$ cat src/hw/rtl/dfdc_pkg.sv
// shared types and constants for the decimal fraction digit counter
package dfdc_pkg;

    localparam int unsigned MAX_DIGITS_DEF = 15;

    // 2^52 + 2^51 as a 53-bit significand with scale 2^0
    localparam logic [52:0] MAGIC_SIG = 53'h18000000000000;

    localparam logic [10:0] EXP_ONES = 11'h7FF;

    typedef enum logic [1:0] {
        FOP_ADD,
        FOP_SUB,
        FOP_MUL10
    } fop_t;

    typedef enum logic [2:0] {
        ST_IDLE,
        ST_ADD_W,
        ST_SUB,
        ST_SUB_W,
        ST_CHECK,
        ST_MUL_W,
        ST_MUL_GET
    } state_t;

    // unrounded value: sig * 2^scale
    typedef struct packed {
        logic               sign;
        logic signed [12:0] scale;
        logic [63:0]        sig;
        logic               keep_sign;
        logic               pass;
        logic [63:0]        pass_val;
    } fpu_raw_t;

endpackage

$ cat src/hw/rtl/dfdc_fpu.sv
// two-stage binary64 unit: add or subtract the rounding constant, or scale by ten
module dfdc_fpu
    import dfdc_pkg::*;
(
    input  logic        clk,
    input  fop_t        op,
    input  logic [63:0] a,
    output logic [63:0] res
);

    fpu_raw_t           raw_next;
    fpu_raw_t           raw_reg;
    logic [63:0]        res_next;
    logic [63:0]        res_reg;

    logic               a_sign;
    logic [10:0]        a_exp;
    logic [52:0]        a_sig;
    logic signed [12:0] a_e;
    logic               b_sign;
    logic               a_big;
    logic               big_sign;
    logic               small_sign;
    logic [52:0]        big_sig;
    logic [52:0]        small_sig;
    logic signed [12:0] big_e;
    logic signed [12:0] small_e;
    logic signed [12:0] d;
    logic [5:0]         dd;
    logic [55:0]        sm_ext;
    logic [55:0]        shifted;
    logic [55:0]        al;
    logic [56:0]        mag;
    logic [56:0]        prod;

    logic [63:0]        n0;
    logic [63:0]        n1;
    logic [63:0]        n2;
    logic [63:0]        n3;
    logic [63:0]        n4;
    logic [63:0]        n5;
    logic [63:0]        n6;
    logic [5:0]         lz;
    logic signed [13:0] e_b;
    logic signed [13:0] sh_full;
    logic [5:0]         sh;
    logic [63:0]        sig2;
    logic [63:0]        sig_sh;
    logic [12:0]        base;
    logic [52:0]        mant;
    logic               inc;
    logic [53:0]        mant_r;
    logic [64:0]        packed_sum;

    // stage one: align and add, or multiply
    always_comb
    begin
        a_sign     = a[63];
        a_exp      = a[62:52];
        a_sig      = {(a_exp != 11'd0), a[51:0]};
        a_e        = $signed({2'b00, ((a_exp == 11'd0) ? 11'd1 : a_exp)}) - 13'sd1075;
        b_sign     = (op == FOP_SUB);
        a_big      = (a_e > 13'sd0) || ((a_e == 13'sd0) && (a_sig >= MAGIC_SIG));
        big_sign   = a_big ? a_sign : b_sign;
        small_sign = a_big ? b_sign : a_sign;
        big_sig    = a_big ? a_sig : MAGIC_SIG;
        small_sig  = a_big ? MAGIC_SIG : a_sig;
        big_e      = a_big ? a_e : 13'sd0;
        small_e    = a_big ? 13'sd0 : a_e;
        d          = big_e - small_e;
        dd         = (d >= 13'sd56) ? 6'd56 : d[5:0];
        sm_ext     = {small_sig, 3'b000};
        shifted    = sm_ext >> dd;
        al         = shifted | {55'd0, ((shifted << dd) != sm_ext)};
        if (big_sign ^ small_sign)
        begin
            mag = {1'b0, big_sig, 3'b000} - {1'b0, al};
        end
        else
        begin
            mag = {1'b0, big_sig, 3'b000} + {1'b0, al};
        end
        prod = {1'b0, a_sig, 3'b000} + {3'b000, a_sig, 1'b0};

        raw_next.pass     = (a_exp == EXP_ONES);
        raw_next.pass_val = a;
        case (op)
            FOP_ADD, FOP_SUB:
            begin
                raw_next.sign      = big_sign;
                raw_next.scale     = big_e - 13'sd3;
                raw_next.sig       = {7'd0, mag};
                raw_next.keep_sign = 1'b0;
            end
            FOP_MUL10:
            begin
                raw_next.sign      = a_sign;
                raw_next.scale     = a_e;
                raw_next.sig       = {7'd0, prod};
                raw_next.keep_sign = 1'b1;
            end
            default:
            begin
                raw_next.sign      = a_sign;
                raw_next.scale     = a_e;
                raw_next.sig       = 64'd0;
                raw_next.keep_sign = 1'b1;
            end
        endcase
    end

    // stage two: normalize, round to nearest even, pack
    always_comb
    begin
        n0    = raw_reg.sig;
        lz[5] = (n0[63:32] == 32'd0);
        n1    = lz[5] ? {n0[31:0], 32'd0} : n0;
        lz[4] = (n1[63:48] == 16'd0);
        n2    = lz[4] ? {n1[47:0], 16'd0} : n1;
        lz[3] = (n2[63:56] == 8'd0);
        n3    = lz[3] ? {n2[55:0], 8'd0} : n2;
        lz[2] = (n3[63:60] == 4'd0);
        n4    = lz[2] ? {n3[59:0], 4'd0} : n3;
        lz[1] = (n4[63:62] == 2'd0);
        n5    = lz[1] ? {n4[61:0], 2'd0} : n4;
        lz[0] = !n5[63];
        n6    = lz[0] ? {n5[62:0], 1'b0} : n5;

        e_b     = 14'(raw_reg.scale) - $signed({8'd0, lz}) + 14'sd1086;
        sh_full = 14'sd1 - e_b;
        sh      = (sh_full > 14'sd63) ? 6'd63 : sh_full[5:0];
        if (e_b <= 14'sd0)
        begin
            sig_sh = n6 >> sh;
            sig2   = sig_sh | {63'd0, ((sig_sh << sh) != n6)};
            base   = 13'd0;
        end
        else
        begin
            sig_sh = n6;
            sig2   = n6;
            base   = 13'(e_b - 14'sd1);
        end
        mant       = sig2[63:11];
        inc        = sig2[10] & ((sig2[9:0] != 10'd0) | mant[0]);
        mant_r     = {1'b0, mant} + {53'd0, inc};
        packed_sum = {base, 52'd0} + {11'd0, mant_r};

        if (raw_reg.pass)
        begin
            res_next = raw_reg.pass_val;
        end
        else if (raw_reg.sig == 64'd0)
        begin
            res_next = {raw_reg.keep_sign & raw_reg.sign, 63'd0};
        end
        else if (packed_sum[64:52] >= 13'd2047)
        begin
            res_next = {raw_reg.sign, EXP_ONES, 52'd0};
        end
        else
        begin
            res_next = {raw_reg.sign, packed_sum[62:0]};
        end
    end

    always_ff @(posedge clk)
    begin
        raw_reg <= raw_next;
        res_reg <= res_next;
    end

    assign res = res_reg;

endmodule

$ cat src/hw/rtl/decimal_fraction_digit_counter.sv
// top level: digit-count sequencer around the shared binary64 unit
//
//  channel   signals                      handshake
//  input     start, value_bits            taken when start && !busy
//  result    done, digit_count            one-cycle strobe, no back-pressure
//
// a signaling or quiet nan is answered in the cycle after it is taken
// otherwise the answer comes after the last pass
// each pass is add, subtract and scale on the one two-stage binary64 unit
// rst_n clears the sequencer and the strobe at once
// busy stays high until the answer is out; results cannot be stalled
module decimal_fraction_digit_counter
    import dfdc_pkg::*;
#(
    parameter int unsigned MAX_DIGITS = MAX_DIGITS_DEF
)
(
    input  logic        clk,
    input  logic        rst_n,
    input  logic        start,
    input  logic [63:0] value_bits,
    output logic        busy,
    output logic        done,
    output logic [3:0]  digit_count
);

    localparam int unsigned CW = $clog2(MAX_DIGITS + 1);

    state_t         state_reg;
    state_t         state_next;
    logic [CW-1:0]  count_reg;
    logic [CW-1:0]  count_next;
    logic [63:0]    work_reg;
    logic [63:0]    work_next;
    logic           done_reg;
    logic           done_next;
    logic [3:0]     digit_count_reg;
    logic [3:0]     digit_count_next;
    fop_t           fop;
    logic [63:0]    fa;
    logic [63:0]    fres;
    logic [63:0]    diff;
    logic           is_nan;
    logic           close;

    dfdc_fpu u_fpu
    (
        .clk (clk),
        .op  (fop),
        .a   (fa),
        .res (fres)
    );

    always_comb
    begin
        is_nan = (value_bits[62:52] == EXP_ONES) && (value_bits[51:0] != 52'd0);
        diff   = fres - work_reg;
        close  = (diff == 64'd0) || (diff == 64'd1) || (diff == 64'd2)
                 || (diff == 64'hFFFF_FFFF_FFFF_FFFF) || (diff == 64'hFFFF_FFFF_FFFF_FFFE);

        state_next       = state_reg;
        count_next       = count_reg;
        work_next        = work_reg;
        done_next        = 1'b0;
        digit_count_next = digit_count_reg;
        fop              = FOP_ADD;
        fa               = work_reg;

        case (state_reg)
            ST_IDLE:
            begin
                fa = value_bits;
                if (start)
                begin
                    if (is_nan)
                    begin
                        done_next        = 1'b1;
                        digit_count_next = value_bits[51] ? 4'd0 : 4'd1;
                    end
                    else
                    begin
                        work_next  = value_bits;
                        count_next = '0;
                        state_next = ST_ADD_W;
                    end
                end
            end
            ST_ADD_W:
            begin
                state_next = ST_SUB;
            end
            ST_SUB:
            begin
                fop        = FOP_SUB;
                fa         = fres;
                state_next = ST_SUB_W;
            end
            ST_SUB_W:
            begin
                state_next = ST_CHECK;
            end
            ST_CHECK:
            begin
                fop = FOP_MUL10;
                if (close || (count_reg == CW'(MAX_DIGITS)))
                begin
                    done_next        = 1'b1;
                    digit_count_next = 4'(count_reg);
                    state_next       = ST_IDLE;
                end
                else
                begin
                    state_next = ST_MUL_W;
                end
            end
            ST_MUL_W:
            begin
                fop        = FOP_MUL10;
                state_next = ST_MUL_GET;
            end
            ST_MUL_GET:
            begin
                fa         = fres;
                work_next  = fres;
                count_next = count_reg + CW'(1);
                state_next = ST_ADD_W;
            end
            default:
            begin
                state_next = ST_IDLE;
            end
        endcase
    end

    always_ff @(posedge clk or negedge rst_n)
    begin
        if (!rst_n)
        begin
            state_reg <= ST_IDLE;
            count_reg <= '0;
            done_reg  <= 1'b0;
        end
        else
        begin
            state_reg <= state_next;
            count_reg <= count_next;
            done_reg  <= done_next;
        end
    end

    always_ff @(posedge clk)
    begin
        work_reg        <= work_next;
        digit_count_reg <= digit_count_next;
    end

    assign busy        = (state_reg != ST_IDLE);
    assign done        = done_reg;
    assign digit_count = digit_count_reg;

    a_done_idle: assert property (@(posedge clk) disable iff (!rst_n) done |-> !busy)
        else $error("result strobe while still working");

    a_accept_moves: assert property (@(posedge clk) disable iff (!rst_n)
        (start && !busy) |=> (busy || done))
        else $error("item taken but neither working nor answered");

    a_count_bound: assert property (@(posedge clk) disable iff (!rst_n)
        count_reg <= CW'(MAX_DIGITS))
        else $error("pass count beyond limit");

    a_busy_start: assert property (@(posedge clk) disable iff (!rst_n)
        $rose(busy) |-> $past(start))
        else $error("work began without start");

endmodule
$ cat config.mk
export PLATFORM = sky130hd
export DESIGN_NAME = decimal_fraction_digit_counter
export DESIGN_NICKNAME = d
export VERILOG_FILES = /design/src/hw/rtl/dfdc_pkg.sv /design/src/hw/rtl/dfdc_fpu.sv /design/src/hw/rtl/decimal_fraction_digit_counter.sv
export SDC_FILE = /design/constraint.sdc
export NUM_CORES = 2
export LEC_CHECK = 0
export BUFFER_PORTS_ARGS = -buffer_cell sky130_fd_sc_hd__clkbuf_2
export CORE_MARGIN = 1
export CORE_UTILIZATION = 40
export DETAILED_ROUTE_END_ITERATION = 7
export GPL_TIMING_DRIVEN = 0
export PLACE_DENSITY = 0.58
export SYNTH_ARGS = -nofsm -noshare
export SYNTH_HDL_FRONTEND = slang
export SYNTH_SLANG_ARGS = --single-unit
export TNS_END_PERCENT = 20
$ cat constraint.sdc
create_clock -name clk -period 22.6 [get_ports clk]
set_input_delay 0 -clock clk [delete_from_list [all_inputs] [get_ports clk]]
set_output_delay 0 -clock clk [all_outputs]
set_load 0.02 [all_outputs]
==> results of run 1 <==
## per-layer routing
metal / GRT overflow / GRT usage [%]
met2: 102 / 88.71
met1: 0 / 71.84
met3: 0 / 49.82
met5: 0 / 15.30
met4: 81 / 66.78
## synthesized netlist by cell type (105+ instances only)
library cell  count  area (um2)
o21ai_0         507        2537
a211oi_1        178        1336
inv_1           335        1257
mux2i_1         299        2993
nand2_1         823        3089
clkbuf_1        282        1059
dfxtp_1         201        4024
nand3_1         211        1056
nor2_1          795        2984
o211ai_1        105       788.3
ha_1            249        3115
nor3_1          213        1066
xnor2_1         175        1533
o22ai_1         119       744.5
a21oi_1         614        3073
## logic make-up after synthesis
group                      after synthesis  synth area share [%]
AOI/OAI and AO/OA                     2701                 36.25
other                                    1              0.007400
DFF                                    277                 12.36
adders and majority gates              253                 6.306
and+or+nand+nor                       2614                 23.97
buffers and inverters                  865                 7.503
muxes                                  419                 9.150
xor gates and xnor gates               256                 4.454
## stage by stage
| step | hold slack [ns] | setup WS [ns] | util [%] | cell area [um2] | cells |
|---|---|---|---|---|---|
| detailed placement | -0.1373 | 2.170 | 43.50 | 54620 | 9184 |
| CTS | 0.2230 | 2.059 | 44.88 | 56360 | 9307 |
| floorplan | -0.2956 | 8.807 | - | 50680 | 7387 |
| global placement | -0.1457 | 1.491 | 42.29 | 53100 | 9109 |
==> impl_metrics.ini, run 1 <==
[status]
outcome = aborted with a tool error
failed_stage = global routing
tool.error = [ERROR GRT-0116] Global routing finished with congestion. Check the congestion regions in the DRC Viewer.

[synthesis]
synth_flop_cell = dfxtp_1
synth-seq-cells = 277
synth.distinct_cells = 143
syn-instance-count = 7386
seq_area_frac_synth_pct = 12.36
synth_area_um2 = 50680
post_synth_edffs = 68
synth_async_sr_flop_share_pct = 2.888
ys.warnings.count = 0
synth.avg_cell_area_um2 = 6.861

[clock_tree]
post_cts_resized = 0
cts_max_path_buffers = 3
number_of_buffers_inserted_during_clock_tree_synthesis = 30
h-tree-depth = 1
cts-hold-fix-buffers = 67
postCtsSetupBuffers = 0
clock_tree.root_cell = clkbuf_16
numClockSinks = 277

[floorplan]
die_w_um = 357.9
die_height_um = 357.9
initial_core_util_pct = 40.36
num_rows = 130
pin_count = 73

[grt]
grt_usage_pct = 69.58
largest_net_degree_at_the_start_of_global_routing = 46
grt_overflow_total = 183
wire_length_of_the_first_global_routing_pass_um = 632100
first_global_vias = 72490

[placed_design]
dp_hpwl_um = 330300
numPortBuffers = 72
gp_congestion = 1.286
==> run 2, diff against run 1 <==
Settings changed: CORE_UTILIZATION 40 to 25, PLACE_DENSITY 0.58 to not set, PLACE_DENSITY_LB_ADDON set to 0.15.
==> run 2 against run 1 <==
Net effect: the flow now finishes, with violations (max-capacitance violations, max-slew violations); synthesized area unchanged; synthesized cell count did not move.
==> impl_metrics.ini, run 2 <==
[worst_hold_path]
min_path_type = in -> reg
hold_end = work_reg[57]$_DFFE_PP_
holdCritStartpoint = value_bits[57]
holdPathStages = 4

[floorplan]
die_area_um2 = 204500
die_w_um = 452.2
pin_count = 73
num_rows = 164
design.core.area_um2 = 200500
die_height_um = 452.2
initial_core_util_pct = 25.28

[synthesis]
synth_async_sr_flop_share_pct = 2.888
syn-instance-count = 7386
yosys-top-cells-area = dfxtp_1, ha_1, nand2_1, a21oi_1, mux2i_1
synth_top_area_share_pct = 7.940
synth.avg_cell_area_um2 = 6.861
synth-seq-cells = 277
synth_flop_cell = dfxtp_1
synth.distinct_cells = 143
post_synth_edffs = 68
synth_top_cells_by_count = nand2_1, nor2_1, a21oi_1
synth_area_um2 = 50680
ys.warnings.count = 0
yosys.area.top_type = dfxtp_1
seq_area_frac_synth_pct = 12.36
yosysMostFrequentCell = nand2_1

[routing]
detail-route-antenna-nets = 0
drt_iter0_drc = 11000
route.detailed.wl_per_inst_um = 44.90
totalWireLength_um = 465100
routed-via-count = 69950
drt_pre_antenna_iters = 7
via_per_inst = 6.754
drc_violations_left = 0

[final_layout]
drive_above_1_share_pct = 10.01
final_nets = 7978
largest_reg_flops = 80
layout.cells.most_common = nand2_1
areaGrowthSynthToFinish_pct = 15.00
layout.cells.most_common_list = nand2_1, nor2_1, a21oi_1
fin_cells = 10360

[status]
failing_checks = max-capacitance violations, max-slew violations
outcome = complete, but fails checks

[critical_path]
timing.critical_path.required_ns = 23.05
startpoint_type = flop
critPathMostFrequentCell = a31oi_1
worst-path-max-fanout = 11
critical_path.slowest_cell = nor2_1
cp_slowest_stage_delay_ns = 1.10
rrSetupSlack_ns = 0.96
crit-reg2reg-capture = u_fpu.n0[56]$_DFF_P_
rr_startpoint = state_reg[2]$_DFFE_PN0P_
cp.arrival_ns = 22.09
critical_path_start_end_classification = reg -> reg
worst_r2r_path_depth = 57
end_kind = flop

[sta]
fin_crit_ns = 21.64
timing.clock.skew_ns = 0.03276
slew_headroom_pct = -13.11
timing.final.hold_violations = 0
worst_pin_slew_ns = 1.682
final.period_utilization_pct = 95.74
unrepaired_setup_endpoints_after_global_routing = false
final.setup.tns_ns = 0
final-setup-viol-count = 0
clock.fmax_mhz = 46.22
timing.final.max_slew_violations = 76

[placed_design]
dp_hpwl_um = 374400
dp_cells = 10210
numPortBuffers = 72
gp_congestion = 1.106

[grt]
grt_overflow_total = 0
number_of_antenna_violations_at_the_first_check_in_global_routing = 40
largest_net_degree_at_the_start_of_global_routing = 54
grt_usage_pct = 43.33
first_global_vias = 64760
wire_length_of_the_first_global_routing_pass_um = 607000

[clock_tree]
cts_max_path_buffers = 3
clock_insertion_delay_at_the_later_pin_of_the_skew_report_ns = 0.62
tritoncts = yes
clock_tree.root_cell = clkbuf_16
postCtsSetupBuffers = 0
h-tree-depth = 1
number_of_buffers_inserted_during_clock_tree_synthesis = 31
clk_transition_reported_paths_ns = 0.07
numClockSinks = 277

[run]
cap_violations = 18
-- run 2: cell counts after synthesis --
No cell type changed its count.
-- run 2: final cells by class --
cell class | count | area [um2]
Timing Repair Buffer | 238 | 2491
Multi-Input combinational cell | 6245 | 41280
Inverter | 354 | 1344
Buffer | 511 | 2459
Tap cell | 2656 | 3323
Antenna cell | 20 | 50.05
Fill cell | 22360 | 142200
Clock inverter | 17 | 165.2
Sequential cell | 277 | 6266
Clock buffer | 39 | 897.1
-- run 2: worst max path at each step --
stage	slack, ns	end	start	cells after the start
CTS	2.01	u_fpu.res[20]$_DFF_P_	u_fpu.n0[45]$_DFF_P_	64
global route	0.76	u_fpu.res[61]$_DFF_P_	u_fpu.n0[22]$_DFF_P_	56
floorplan	8.81	u_fpu.res[8]$_DFF_P_	u_fpu.n0[41]$_DFF_P_	63
finish	0.96	u_fpu.n0[56]$_DFF_P_	state_reg[2]$_DFFE_PN0P_	57
global placement	1.25	u_fpu.n0[56]$_DFF_P_	state_reg[2]$_DFFE_PN0P_	55
detailed placement	2.09	u_fpu.res[20]$_DFF_P_	u_fpu.n0[45]$_DFF_P_	64
-- run 2: per-layer routing --
layer	part of all wire (%)	track usage, %	vias to the layer above
li1	-	-	28320
met1	38	51.61	34320
met2	40	62.86	5535
met3	11	13.39	1752
met4	11	37.38	28
met5	0.048	0.3265	-
-- run 2: cells by family (layout without fill, tap and decap cells) --
logic type	Yosys count	in the layout	share of synthesized area, %
compound gates	2701	2701	36.25
xor+xnor	256	256	4.454
fa+ha+maj	253	253	6.306
buf+inv	865	1159	7.503
flops	277	277	12.36
mux	419	419	9.150
other cells	1	22	0.007400
simple gates	2614	2614	23.97
-- run 2: metrics by stage --
step	area, um2	setup WS, ns	hold slack [ns]	util, %
3_5_place_dp	56350	2.095	-0.1303	28.11
4_1_cts	58090	2.013	0.2316	28.97
2_1_floorplan	50680	8.807	-0.2956	-
3_3_place_gp	54360	1.249	-0.1330	27.12
5_1_grt	58240	0.7580	0.2660	29.05
6_report	58280	0.9622	0.2611	29.07
-- run 2: what timing repair did --
item,in CTS,in global routing
resized for setup,0,0
endpoints found under the hold margin,77,0
hold buffers,67,0
-- run 2: critical path: cells and delay by family (launching register included) --
kind	cells	cell delay, ns
simple gates	16	5.92
xor+xnor	1	0.91
buf+inv	13	4.56
compound gates	25	9.15
fa+ha+maj	2	0.49
flops	1	0.36
Power of run 2 is left out: the tool's default activity adds up to more than one toggle a clock period on the data nets, which glitch-free logic cannot reach.
